### src/rtl/kee_pkg.sv
package kee_pkg;

	localparam int NUM_KEYS          = 13;
	localparam int NUM_LANES         = NUM_KEYS + 2;
	localparam int LANE_ENTER        = NUM_KEYS;
	localparam int LANE_DELETE       = NUM_KEYS + 1;
	localparam int CODE_W            = 4;
	localparam int QUEUE_DEPTH_DEF   = 16;

	typedef enum logic [CODE_W-1:0] {
		EV_NONE    = 4'd0,
		EV_UP      = 4'd1,
		EV_DOWN    = 4'd2,
		EV_LEFT    = 4'd3,
		EV_RIGHT   = 4'd4,
		EV_APPROVE = 4'd5,
		EV_DENY    = 4'd6,
		EV_MENU    = 4'd7,
		EV_DEMO    = 4'd8,
		EV_BACK    = 4'd9
	} event_t;

	// Lane order: the thirteen mapped keys from bit 0 upward, then Enter, then Delete.
	localparam event_t LANE_CODE [NUM_LANES] = '{
		EV_UP, EV_DOWN, EV_LEFT, EV_RIGHT,
		EV_APPROVE, EV_APPROVE, EV_DENY, EV_DENY,
		EV_MENU, EV_MENU, EV_DEMO, EV_DEMO,
		EV_BACK,
		EV_APPROVE, EV_BACK
	};

	typedef struct packed {
		logic              en;
		logic [CODE_W-1:0] code;
	} push_t;

	typedef struct packed {
		logic              hit;
		logic [CODE_W-1:0] code;
	} rd_t;

endpackage

### src/rtl/kee_cmd_if.sv
interface kee_cmd_if;

	logic                          valid;
	logic                          ready;
	logic                          mode;
	logic [kee_pkg::NUM_KEYS-1:0]  held_keys;
	logic                          fn_held;
	logic                          enter_held;
	logic                          delete_held;

	modport source (
		output valid, mode, held_keys, fn_held, enter_held, delete_held,
		input  ready
	);

	modport sink (
		input  valid, mode, held_keys, fn_held, enter_held, delete_held,
		output ready
	);

endinterface

### src/rtl/kee_evt_if.sv
interface kee_evt_if;

	logic                        valid;
	logic                        ready;
	logic [kee_pkg::CODE_W-1:0]  event_code;

	modport source (
		output valid, event_code,
		input  ready
	);

	modport sink (
		input  valid, event_code,
		output ready
	);

endinterface

### src/rtl/kee_lane.sv
module kee_lane (
	input  logic clk,
	input  logic arst_n,
	input  logic load,
	input  logic cur,
	input  logic arm,
	output logic rise
);

	logic prev_q;

	always_ff @(posedge clk or negedge arst_n) begin
		if (!arst_n) begin
			prev_q <= 1'b0;
		end else if (load) begin
			prev_q <= cur;
		end
	end

	assign rise = cur & ~prev_q & arm;

endmodule

### src/rtl/kee_merge.sv
module kee_merge (
	input  logic                          clk,
	input  logic                          arst_n,
	input  logic                          load,
	input  logic [kee_pkg::NUM_LANES-1:0] rise,
	output logic                          busy,
	output kee_pkg::push_t                push
);

	logic [kee_pkg::NUM_LANES-1:0] mask_q;
	logic [kee_pkg::NUM_LANES-1:0] lowest;
	logic [kee_pkg::CODE_W-1:0]    code;

	assign lowest = mask_q & (~mask_q + 1'b1);

	always_comb begin
		code = '0;
		for (int i = 0; i < kee_pkg::NUM_LANES; i++) begin
			if (lowest[i]) begin
				code = code | kee_pkg::LANE_CODE[i];
			end
		end
	end

	always_ff @(posedge clk or negedge arst_n) begin
		if (!arst_n) begin
			mask_q <= '0;
		end else if (load) begin
			mask_q <= rise;
		end else begin
			mask_q <= mask_q & ~lowest;
		end
	end

	assign busy      = |mask_q;
	assign push.en   = |mask_q;
	assign push.code = code;

	// Pending lanes only ever drain between loads.
	assert property (@(posedge clk) disable iff (!arst_n)
		!load |=> (mask_q & ~$past(mask_q)) == '0)
		else $error("merge mask gained a lane without a load");

endmodule

### src/rtl/kee_ring.sv
module kee_ring #(
	parameter int QUEUE_DEPTH = kee_pkg::QUEUE_DEPTH_DEF
) (
	input  logic           clk,
	input  logic           arst_n,
	input  kee_pkg::push_t push,
	input  logic           pop_en,
	output kee_pkg::rd_t   rd
);

	localparam int PTR_W = $clog2(QUEUE_DEPTH);

	logic [kee_pkg::CODE_W-1:0] mem [QUEUE_DEPTH];
	logic [PTR_W-1:0]           wp_q;
	logic [PTR_W-1:0]           rp_q;
	logic [PTR_W-1:0]           wp_next;
	logic [PTR_W-1:0]           rp_next;
	logic                       full;
	logic                       empty;
	logic                       rd_hit_q;
	logic [kee_pkg::CODE_W-1:0] rd_code_q;

	assign wp_next = (wp_q == PTR_W'(QUEUE_DEPTH - 1)) ? '0 : wp_q + 1'b1;
	assign rp_next = (rp_q == PTR_W'(QUEUE_DEPTH - 1)) ? '0 : rp_q + 1'b1;
	assign full    = (wp_next == rp_q);
	assign empty   = (wp_q == rp_q);

	always_ff @(posedge clk) begin
		if (push.en && !full) begin
			mem[wp_q] <= push.code;
		end
		if (pop_en) begin
			rd_code_q <= mem[rp_q];
		end
	end

	always_ff @(posedge clk or negedge arst_n) begin
		if (!arst_n) begin
			wp_q     <= '0;
			rp_q     <= '0;
			rd_hit_q <= 1'b0;
		end else begin
			if (push.en && !full) begin
				wp_q <= wp_next;
			end
			if (pop_en) begin
				rd_hit_q <= !empty;
				if (!empty) begin
					rp_q <= rp_next;
				end
			end
		end
	end

	assign rd.hit  = rd_hit_q;
	assign rd.code = rd_code_q;

	assert property (@(posedge clk) disable iff (!arst_n)
		(push.en && full) |=> wp_q == $past(wp_q))
		else $error("write pointer moved on a full ring");

	assert property (@(posedge clk) disable iff (!arst_n)
		(wp_q <= PTR_W'(QUEUE_DEPTH - 1)) && (rp_q <= PTR_W'(QUEUE_DEPTH - 1)))
		else $error("ring pointer out of range");

	assert property (@(posedge clk) disable iff (!arst_n)
		!(push.en && pop_en))
		else $error("push and pop in the same cycle");

endmodule

### src/rtl/key_event_edge_queue.sv
// Channel  Role    Handshake      Word
// cmd      sink    valid/ready    mode, held_keys, fn_held, enter_held, delete_held
// evt      source  valid/ready    event_code
//
// A scan is accepted and then pushes one new event per cycle, one for each
// rising lane of up to fifteen, and holds the block until the merge stage has drained.
// A pop first does the registered ring read and then waits for the
// output register, which holds a result while the next word is accepted.
// Reset clears the edge flags and ring pointers at once; no clearing pass.
// A stalled evt channel still lets the next word in, but a second pop then
// holds the block until the waiting word has been taken.
module key_event_edge_queue #(
	parameter int QUEUE_DEPTH = kee_pkg::QUEUE_DEPTH_DEF
) (
	input  logic     clk,
	input  logic     arst_n,
	kee_cmd_if.sink  cmd,
	kee_evt_if.source evt
);

	typedef enum logic {
		ST_IDLE,
		ST_POP
	} state_t;

	state_t                        state_q;
	logic                          out_valid_q;
	logic [kee_pkg::CODE_W-1:0]    out_code_q;
	logic                          accept;
	logic                          scan_load;
	logic                          pop_en;
	logic                          merge_busy;
	logic [kee_pkg::NUM_LANES-1:0] lane_cur;
	logic [kee_pkg::NUM_LANES-1:0] lane_arm;
	logic [kee_pkg::NUM_LANES-1:0] lane_rise;
	logic                          out_free;
	kee_pkg::push_t                push;
	kee_pkg::rd_t                  rd;

	assign cmd.ready = (state_q == ST_IDLE) && !merge_busy;
	assign accept    = cmd.valid && cmd.ready;
	assign scan_load = accept && !cmd.mode;
	assign pop_en    = accept && cmd.mode;
	assign out_free  = !out_valid_q || evt.ready;

	always_comb begin
		for (int i = 0; i < kee_pkg::NUM_KEYS; i++) begin
			lane_cur[i] = cmd.held_keys[i];
			lane_arm[i] = !cmd.fn_held;
		end
		lane_cur[kee_pkg::LANE_ENTER]  = cmd.enter_held;
		lane_arm[kee_pkg::LANE_ENTER]  = 1'b1;
		lane_cur[kee_pkg::LANE_DELETE] = cmd.delete_held;
		lane_arm[kee_pkg::LANE_DELETE] = 1'b1;
	end

	for (genvar g = 0; g < kee_pkg::NUM_LANES; g++) begin : g_lane
		kee_lane u_lane (
			.clk    (clk),
			.arst_n (arst_n),
			.load   (scan_load),
			.cur    (lane_cur[g]),
			.arm    (lane_arm[g]),
			.rise   (lane_rise[g])
		);
	end

	kee_merge u_merge (
		.clk    (clk),
		.arst_n (arst_n),
		.load   (scan_load),
		.rise   (lane_rise),
		.busy   (merge_busy),
		.push   (push)
	);

	kee_ring #(
		.QUEUE_DEPTH (QUEUE_DEPTH)
	) u_ring (
		.clk    (clk),
		.arst_n (arst_n),
		.push   (push),
		.pop_en (pop_en),
		.rd     (rd)
	);

	always_ff @(posedge clk or negedge arst_n) begin
		if (!arst_n) begin
			state_q     <= ST_IDLE;
			out_valid_q <= 1'b0;
			out_code_q  <= kee_pkg::EV_NONE;
		end else begin
			case (state_q)
				ST_IDLE: begin
					if (evt.ready) begin
						out_valid_q <= 1'b0;
					end
					if (pop_en) begin
						state_q <= ST_POP;
					end
				end
				ST_POP: begin
					if (out_free) begin
						out_valid_q <= 1'b1;
						out_code_q  <= rd.hit ? rd.code : kee_pkg::EV_NONE;
						state_q     <= ST_IDLE;
					end
				end
				default: begin
					if (evt.ready) begin
						out_valid_q <= 1'b0;
					end
					state_q <= ST_IDLE;
				end
			endcase
		end
	end

	assign evt.valid      = out_valid_q;
	assign evt.event_code = out_code_q;

	assert property (@(posedge clk) disable iff (!arst_n)
		(state_q == ST_POP) |-> !merge_busy)
		else $error("pop in progress while events are still being pushed");

endmodule

### src/flat_wrapper.sv
// flat-port wrapper written by rule: the top's interface ports become plain ports
module key_event_edge_queue_flat 
#(
	parameter int QUEUE_DEPTH = kee_pkg::QUEUE_DEPTH_DEF
)
  (clk, arst_n, cmd_valid, cmd_mode, cmd_held_keys, cmd_fn_held, cmd_enter_held, cmd_delete_held, cmd_ready, evt_valid, evt_event_code, evt_ready);
  kee_cmd_if cmd_i ();
  kee_evt_if evt_i ();
  input  logic clk;
  input  logic arst_n;
  input wire logic [$bits(cmd_i.valid)-1:0] cmd_valid;
  input wire logic [$bits(cmd_i.mode)-1:0] cmd_mode;
  input wire logic [$bits(cmd_i.held_keys)-1:0] cmd_held_keys;
  input wire logic [$bits(cmd_i.fn_held)-1:0] cmd_fn_held;
  input wire logic [$bits(cmd_i.enter_held)-1:0] cmd_enter_held;
  input wire logic [$bits(cmd_i.delete_held)-1:0] cmd_delete_held;
  output wire logic [$bits(cmd_i.ready)-1:0] cmd_ready;
  output wire logic [$bits(evt_i.valid)-1:0] evt_valid;
  output wire logic [$bits(evt_i.event_code)-1:0] evt_event_code;
  input wire logic [$bits(evt_i.ready)-1:0] evt_ready;
  assign cmd_i.valid = cmd_valid;
  assign cmd_i.mode = cmd_mode;
  assign cmd_i.held_keys = cmd_held_keys;
  assign cmd_i.fn_held = cmd_fn_held;
  assign cmd_i.enter_held = cmd_enter_held;
  assign cmd_i.delete_held = cmd_delete_held;
  assign cmd_ready = cmd_i.ready;
  assign evt_valid = evt_i.valid;
  assign evt_event_code = evt_i.event_code;
  assign evt_i.ready = evt_ready;
  key_event_edge_queue #(.QUEUE_DEPTH(QUEUE_DEPTH)) u_core (.clk(clk), .arst_n(arst_n), .cmd(cmd_i), .evt(evt_i));
endmodule
### config.mk
export PLATFORM = sky130hd
export DESIGN_NAME = key_event_edge_queue_flat
export DESIGN_NICKNAME = d
export VERILOG_FILES = /design/src/rtl/kee_pkg.sv /design/src/rtl/kee_cmd_if.sv /design/src/rtl/kee_evt_if.sv /design/src/rtl/kee_lane.sv /design/src/rtl/kee_merge.sv /design/src/rtl/kee_ring.sv /design/src/rtl/key_event_edge_queue.sv /design/src/flat_wrapper.sv
export SDC_FILE = /design/constraint.sdc
export NUM_CORES = 1
export LEC_CHECK = 0
export BUFFER_PORTS_ARGS = -buffer_cell sky130_fd_sc_hd__buf_2
export CAP_MARGIN = 30
export CORE_UTILIZATION = 55
export DETAILED_ROUTE_END_ITERATION = 7
export PLACE_DENSITY = 0.77
export SLEW_MARGIN = 20
export SYNTH_ARGS = -nofsm -noshare
export SYNTH_HDL_FRONTEND = slang
export SYNTH_HIERARCHICAL = 1
export SYNTH_SLANG_ARGS = --single-unit
### constraint.sdc
create_clock -name clk -period 10.25 [get_ports clk]
set_input_delay 1.5375 -clock clk [delete_from_list [all_inputs] [get_ports clk]]
set_output_delay 1.5375 -clock clk [all_outputs]
set_load 0.1 [all_outputs]
Word-level counts from Yosys, hierarchy flattened
Memory sizes are Yosys's and may differ from the RTL's. A register that Yosys moved wholly into a read port is not among the register bits.
Index checks and enable logic that the tools add are counted.
{ "classes": {"add_sub_neg": 3, "bitwise": 49, "eq_ne": 6, "mux": 27, "n_reduce_logical": 16} }
{ "op_table": {"columns": ["operator", "n"], "rows": [
  ["AND 15 bit", 2],
  ["inverter 15 bit", 2],
  ["AND 1 bit", 28],
  ["two-way mux 4 bit", 7],
  ["two-way mux 3 bit", 8],
  ["inverter 1 bit", 17],
  ["adder 15 x 1 -> 15 bit, second input constant", 1],
  ["two-way mux 15 bit", 1],
  ["OR reduction 15 bit", 1],
  ["adder 4 x 1 -> 4 bit, second input constant", 2],
  ["equality test 4 bit", 2],
  ["equality test 4 bit, second input constant", 2],
  ["two-way mux 1 bit", 7],
  ["logical NOT 1 bit", 6],
  ["AND reduction 2 bit", 3],
  ["logical AND 1 bit", 5],
  ["two-way mux 2 bit", 2],
  ["inequality test 2 bit, second input constant", 2],
  ["one-hot mux 1 bit (2 select lines)", 2],
  ["logical OR 1 bit", 1]
]} }
{ "word_totals": {"reg_bits": 45, "input_bits": 21, "n_memories": 1, "wordCells": 124, "output_inout_bits": 6, "mem_bits_rw": 64} }
{ "memory_table": {"columns": ["name", "words", "width", "read_ports", "rd_clocked_by_memory_dff", "wr", "line", "source"], "rows": [
  ["u_core.u_ring.mem", 16, 4, 1, 1, 1, "kee_ring.sv:13", "logic [kee_pkg::CODE_W-1:0] mem [QUEUE_DEPTH];"]
]} }

Logic depth before layout (Yosys ltp)
Gate-level depths: netlist (run 1).
{ "depth": {"depth_word": 18, "depth_mapped": 10, "mapped_depth_nobuf": 8} }

Modules after synthesis
The synthesis (run 1) kept the hierarchy.
{ "modules_own_cells": {"columns": ["module", "seq_area_each_um2", "cells_each", "instances", "area_each_um2"], "rows": [
  ["kee_ring", 2267.2, 199, 1, 3319.4],
  ["kee_merge", 375.4, 88, 1, 803.3],
  ["kee_lane", 25.0, 3, 15, 48.8],
  ["key_event_edge_queue", 150.1, 30, 1, 269.0]
]} }

Worst setup path after synthesis (run 1)
OpenSTA, ideal clock, no wires.
{ "synth_path": {"path_type": "register -> register", "from": "reg u_core/u_merge/mask_q[7] (netlist name)", "to": "reg u_core/u_merge/mask_q[9] (netlist name)", "setup_ps": 95, "path_stages_with_launch": 11, "path_buffers": 2, "period_less_slack_ps": 4152, "arrival_time_ps": 4056, "path_slack_ps": 6098, "required_time_ps": 10155, "cell_sequence": "dfrtp_1 nor4_4 nand4_1 or3_1 nor2_2 nand2_1 nor2_1 clkbuf_1 clkbuf_1 nand2_1 o31ai_1"} }
{ "synth_between": {"elab_chain_len": 6, "word_cells_on_any_way": 11, "cone_classes": "add/sub: 1; mux: 1; bitwise: 4; reduce/logical: 5"} }
{ "synth_lines": {"columns": ["item", "line", "source"], "rows": [
  ["start: declaration", "kee_merge.sv:10", "logic [kee_pkg::NUM_LANES-1:0] mask_q;"],
  ["start signal: assignment", "kee_merge.sv:29", "mask_q <= rise;"],
  ["start signal: assignment", "kee_merge.sv:31", "mask_q <= mask_q & ~lowest;"],
  ["OR reduction 15 bit", "kee_merge.sv:35", "assign busy = |mask_q;"],
  ["net u_core.merge_busy", "key_event_edge_queue.sv:32", "logic merge_busy;"],
  ["logical NOT 1 bit", "key_event_edge_queue.sv:40", "assign cmd.ready = (state_q == ST_IDLE) && !merge_busy;"],
  ["logical AND 1 bit", "key_event_edge_queue.sv:40", null],
  ["net cmd_ready", "flat_wrapper.sv:17", "output wire logic [$bits(cmd_i.ready)-1:0] cmd_ready;"],
  ["logical AND 1 bit", "key_event_edge_queue.sv:41", "assign accept = cmd.valid && cmd.ready;"],
  ["logical AND 1 bit", "key_event_edge_queue.sv:42", "assign scan_load = accept && !cmd.mode;"],
  ["net u_core.scan_load", "key_event_edge_queue.sv:30", "logic scan_load;"],
  ["two-way mux 15 bit", "kee_merge.sv:28", "end else if (load) begin"]
]} }
The timed path passes the listed nets, and every way through them passes these cells.
A chain may end at the register's enable or synchronous reset.

Final worst setup path (run 1)
{ "layout_path": {"from": "reg u_core/u_merge/mask_q[7] (netlist name)", "to": "out cmd_ready"} }
{ "layout_between": {"elab_chain_len": 3} }
{ "layout_lines": {"columns": ["item", "line"], "rows": [
  ["OR reduction 15 bit", "kee_merge.sv:35"],
  ["net u_core.merge_busy", "key_event_edge_queue.sv:32"],
  ["logical NOT 1 bit", "key_event_edge_queue.sv:40"],
  ["logical AND 1 bit", "key_event_edge_queue.sv:40"],
  ["end: declaration", "flat_wrapper.sv:17"]
]} }
The timed path passes the listed nets, and every way through them passes these cells.

==> results of run 1 <==
worst max-delay path: stages, from the launching register on:
cell,delay (ns)
dfrtp_1,0.48
nor4_4,0.38
nand4_1,0.19
or3_1,0.50
nor2_2,0.19
buf_2,0.44
cells by family (layout without fill, tap and decap cells):
family                     Yosys count  in the layout  synth area share
DFF                                113            113            0.6183
muxes                               34             34            0.1209
and+or+nand+nor                    114            114            0.1292
xor gates and xnor gates            10             10           0.01709
adders and majority gates            6              6           0.01465
AOI/OAI and AO/OA                   59             59           0.07522
buffers and inverters               25             73           0.02393
other                                1              2         0.0007319
registers in the layout, indices dropped and copies added (netlist names), 4 cells and up:
name,count
u_core/evt.event_code,4
u_core/g_lane.u_lane/prev_q,15
u_core/u_merge/mask_q,15
u_core/u_ring/mem,64
u_core/u_ring/rd_code_q,4
u_core/u_ring/rp_q,4
u_core/u_ring/wp_q,4
metal layers:
metal	track usage	vias up	routed length (µm)
met3	0.06667	15	370
met2	0.3608	74	4985
met1	0.2744	1509	4224
met5	0	-	0
li1	-	1436	-
met4	0.1079	0	232
where the power goes:
part | switching, µW | internal, µW
combinational | 397 | 255
clock | 206 | 310
sequential | 92.0 | 618
layout make-up:
class,count,area share
Inverter,10,0.006353
Tap cell,108,0.02287
Clock buffer,20,0.07560
Sequential cell,113,0.5362
Multi-Input combinational cell,225,0.3122
Timing Repair Buffer,31,0.03261
Clock inverter,12,0.01419
worst max path at each step:
stage,end,slack [ns],cells after the start
2_1_floorplan,u_core/u_merge/mask_q[9]$_DFF_PN0_,6.10,10
3_5_place_dp,cmd_ready,6.55,5
3_3_place_gp,cmd_ready,6.64,5
4_1_cts,cmd_ready,5.99,5
5_1_grt,cmd_ready,5.90,5
6_report,cmd_ready,6.01,5
cell usage after synthesis (2+ instances only):
| library cell | number |
|---|---|
| a211oi_1 | 4 |
| a21o_1 | 2 |
| a21oi_1 | 4 |
| a31oi_1 | 6 |
| and3b_1 | 15 |
| buf_2 | 2 |
| buf_4 | 5 |
| clkbuf_1 | 7 |
| dfrtp_1 | 45 |
| edfxtp_1 | 68 |
| ha_1 | 6 |
| inv_1 | 10 |
| mux2_2 | 3 |
| mux2_4 | 15 |
| mux4_2 | 16 |
| nand2_1 | 44 |
| nand2b_1 | 4 |
| nand3_1 | 2 |
| nand4_1 | 3 |
| nor2_1 | 11 |
| nor2_2 | 3 |
| nor2b_1 | 9 |
| nor3_1 | 10 |
| nor4_4 | 3 |
| o21ai_0 | 29 |
| o31ai_1 | 4 |
| xnor2_1 | 6 |
| xor2_1 | 4 |
through the flow:
step                      worst slack (ns)  hold WS, ns    util
after floorplan                      6.098       0.4742       -
after global placement               6.644       0.4866  0.5986
after CTS                            5.989       0.5050  0.6645
after global routing                 5.895       0.5191  0.6645
after detailed placement             6.550       0.4891  0.6048
final                                6.013       0.5030  0.6645
cell usage in the layout, fill, tap and decap left out, drive strengths merged, types with 11 or more instances in the layout:
| master | instances |
|---|---|
| buf | 31 |
| nand2 | 45 |
| dfrtp | 45 |
| o21ai | 31 |
| and3b | 15 |
| nor3 | 11 |
| nor2 | 14 |
| mux2 | 18 |
| mux4 | 16 |
| inv | 12 |
| edfxtp | 68 |
| clkbuf | 20 |
==> reports/metrics.cfg, run 1 <==
[sta]
finalMaxSlewViolations=0
report.final.hold_viol_count=0
min_period_over_period=0.4134
setup_viol=0
slew_headroom=0.3996
fin_crit_ns=4.237
max_freq_mhz=236.0
worst_pin_slew_ns=0.9007
finalClockSkew_ns=0.01607
final.setup.tns_ns=0
rsz0062_at_grt=false

[global_route]
grt_pass1_wl_um=15990
antenna_found_initial=0
grt_max_degree=30
grt_pass1_vias=3230
track_usage=0.2223
gr-total-overflow=0

[routing]
wl_per_cell_um=18.91
drc=0
drt_first_pass_iters=6
via_count=3034
wl_um=9813
ant_nets=0
vias_per_cell=5.846
drt_iter0_drc=160

[setup_path]
reg2reg_depth=8
cp-start-kind=flip-flop
r2r_setup_slack_ns=7.37
worstSetupEndpointType=output pin
rr_endpoint=u_core/g_lane[7].u_lane/prev_q$_DFFE_PN0P_
critical_path_arrival_ns=2.70
r2r-start=u_core/u_merge/mask_q[7]$_DFF_PN0_
path_max_fanout=9
crit_type=reg2out
crit_required_ns=8.71
cp-startpoint=u_core/u_merge/mask_q[7]$_DFF_PN0_

[cts]
cts_root_buf=clkbuf_8
cts_hold_buf=0
cts_tree=done
htreeDepth=4
clock_sinks=113
clockBufferDepth=2
post_cts_resized=0
clkTransAtPathRegs_ns=0.05
post-cts-setup-buffers=0
cts_made_buffers=17
insertion_delay_ns=0.52

[floorplanning]
die_y_um=98.52
ioPinCount=27
initial_core_util=0.5763
die_x_um=98.52
die_area_um2=9706
rows=34
core_um2=8891

[synth]
synthesis.area_um2=5124
synth_top_area_frac=0.3985
synth_ff_type=edfxtp_1
syn_avg_cell_area_um2=14.15
synth_area_leaders=edfxtp_1 40%, dfrtp_1 22%, mux4_2 7.0%
yosys_register_bits=113
ys_types=50
synth_edf_count=68
postSynthCellCount=362
synth_top_cell_by_area=edfxtp_1
async_reset_ff_frac=0.3982
yosysWarnings=6
seq_area_frac_synth=0.6183

[outcome]
status=complete, no violations

[layout]
stdcell_area_um2=5908
area_growth_pct=15.31
instances_no_fill=519
regArea_um2=3168
drive_gt1_frac=0.2652
multi_input_area_um2=1844
nFillCells=615
fin_nets=425
n_antenna_cell=0

[hold_path]
holdPathEnd=u_core/g_lane[5].u_lane/prev_q$_DFFE_PN0P_
hold-path-cell-count=1
hold_path.class=reg2reg
worstHoldStart=u_core/g_lane[5].u_lane/prev_q$_DFFE_PN0P_

[power]
leakage_uw=0.002350
power_uw=1878
power_per_cell_area_nw_per_um2=317.8
peakVddDrop_uv=213.7

[placement]
gp_congestion=0.8598
port_buffers=26
dp_hpwl_um=6399
placed_cell_area_um2=5378
dp_cells=487

[run]
drv_cap=0

Power figures use the tool's default switching activity.
==> run 2: changes to the inputs <==
clock period = 4.2 ns   (was 10.25 ns; I/O delays follow)
==> run 2 against run 1 <==
Compared with the run above:
- the flow now finishes with violations (design-rule violations)
- die area unchanged
- total power rose to 2.5 times the previous value
- worst hold slack worse by 0.39 ns
- cell count up 0.39%
- register-to-register slack worse by 5.9 ns
- setup slack worse by 5.1 ns
- first-iteration DRC count up 38%
- clock skew down 0.0080 ns
- cell area up 1.0%
- wire length up 2.0%
- clock-buffer cell count up 4
- highest routed layer unchanged
==> reports/metrics.cfg, run 2 (synthesized netlist as in run 1, its figures left out) <==
[sta]
min_period_over_period=0.7839
max_freq_mhz=303.7
slew_headroom=0.4561
rsz0062_at_grt=false
finalMaxSlewViolations=0
report.final.hold_viol_count=0
finalClockSkew_ns=0.008088
worst_pin_slew_ns=0.8083
setup_viol=0
final.setup.tns_ns=0
fin_crit_ns=3.292

[setup_path]
path_max_fanout=9
slowest_delay_ns=0.50
critical_path_arrival_ns=2.66
cp-start-kind=flip-flop
crit_type=reg2out
worstSetupEndpointType=output pin
cp_cell_sequence=nor4_4 -> nand4_1 -> or3_1 -> nor2_2 -> buf_2
cpMaxStageDelayCell=or3_1
crit_required_ns=3.57

[layout]
largest_reg_flops=64
fin_nets=427
drive_gt1_frac=0.2663
instances_no_fill=521
largestRegisters=u_core/u_ring/mem: 64 flops, u_core/g_lane.u_lane/prev_q: 15 flops, u_core/u_merge/mask_q: 15 flops
area_growth_pct=16.51
postLayoutCoreUtil=0.6714
layout_commonest_cell=edfxtp_1
n_antenna_cell=0
largest_register=u_core/u_ring/mem
final_cell_mix=68 x edfxtp_1, 45 x dfrtp_1, 44 x nand2_1

[routing]
ant_nets=0
wl_per_cell_um=19.21
via_count=3093
drc=1
drt_first_pass_iters=8
wl_um=10010
drt_iter0_drc=221
vias_per_cell=5.937

[floorplanning]
rows=34
die_x_um=98.52
ioPinCount=27
die_area_um2=9706
initial_core_util=0.5763
die_y_um=98.52
core_um2=8891

[global_route]
track_usage=0.2268
grt_max_degree=46
antenna_found_initial=0
grt_pass1_wl_um=16340
gr-total-overflow=0
grt_pass1_vias=3295

[cts]
htreeDepth=4
post-cts-setup-buffers=0
cts_made_buffers=17
insertion_delay_ns=0.51
cts_root_buf=clkbuf_8
post_cts_resized=0
clock_sinks=113
clockBufferDepth=2
clkTransAtPathRegs_ns=0.06
cts_tree=done
cts_hold_buf=0

[placement]
dp_cells=488
gp_congestion=0.8499
port_buffers=26
dp_hpwl_um=6527

[power]
leakage_uw=0.002399
power_per_cell_area_nw_per_um2=795.8
power_uw=4751
peakVddDrop_uv=377.7

[hold_path]
hold_path.class=in2async

[run]
drv_cap=0

[outcome]
status=complete, but fails checks
violations=design-rule violations

run 2: cell count changes in the layout (fill, tap and decap cells not counted), sizes merged:
cell / before / now
clkbuf: 20 / 24
clkinvlp: 5 / 1
inv: 12 / 11
bufinv: 0 / 1
buf: 31 / 33
run 2: final timing paths:
check / from / endpoint / slack, ns / cells after the start
max in group asynchronous: arst_n / u_core/u_ring/rp_q[1]$_DFFE_PN0P_ / 3.71 / 1
min: arst_n / u_core/g_lane[8].u_lane/prev_q$_DFFE_PN0P_ / 0.11 / 1
min in group clk: cmd_delete_held / u_core/g_lane[14].u_lane/prev_q$_DFFE_PN0P_ / 0.36 / 2
min reg2reg: u_core/g_lane[2].u_lane/prev_q$_DFFE_PN0P_ / u_core/g_lane[2].u_lane/prev_q$_DFFE_PN0P_ / 0.50 / 1
max reg2reg: u_core/u_merge/mask_q[7]$_DFF_PN0_ / u_core/g_lane[10].u_lane/prev_q$_DFFE_PN0P_ / 1.45 / 8
max: u_core/u_merge/mask_q[7]$_DFF_PN0_ / cmd_ready / 0.91 / 5
run 2: per-layer routing:
metal | vias up | GRT usage | share of wire
met5 | - | 0 | 0
met4 | 0 | 0.1079 | 0.024
met3 | 19 | 0.06738 | 0.046
met2 | 86 | 0.3862 | 0.52
met1 | 1557 | 0.2648 | 0.41
li1 | 1431 | - | -
run 2: through the flow:
step | area (µm²) | setup WS, ns | hold slack [ns]
after floorplan | 5127 | 0.04825 | 0.3344
after global placement | 5345 | 1.232 | 0.4894
after detailed placement | 5360 | 1.153 | 0.4851
after CTS | 5947 | 0.8893 | 0.3005
after global routing | 5969 | 0.6960 | 0.1401
final | 5969 | 0.9078 | 0.1145
run 2: power breakdown:
part           total [µW]  switching [µW]  internal [µW]
logic                1660            1030            634
registers            1700             196           1510
clock network        1380             479            902
run 2: cell type report:
cell class              instances  area (µm²)
flip-flops and latches        113        3168
fillers                       598        2922
multi-input cells             225        1844
clock buffers                  24       514.2
repair buffers                 33       197.7
well taps                     108       135.1
clock inverters                 8       72.57
inverters                      10       37.54
run 2: worst max-delay path, delay by kind of cell (launching register included):
kind | cells | cell delay, ns
buffers and inverters | 1 | 0.45
flip-flops | 1 | 0.47
AND/OR/NAND/NOR | 4 | 1.23
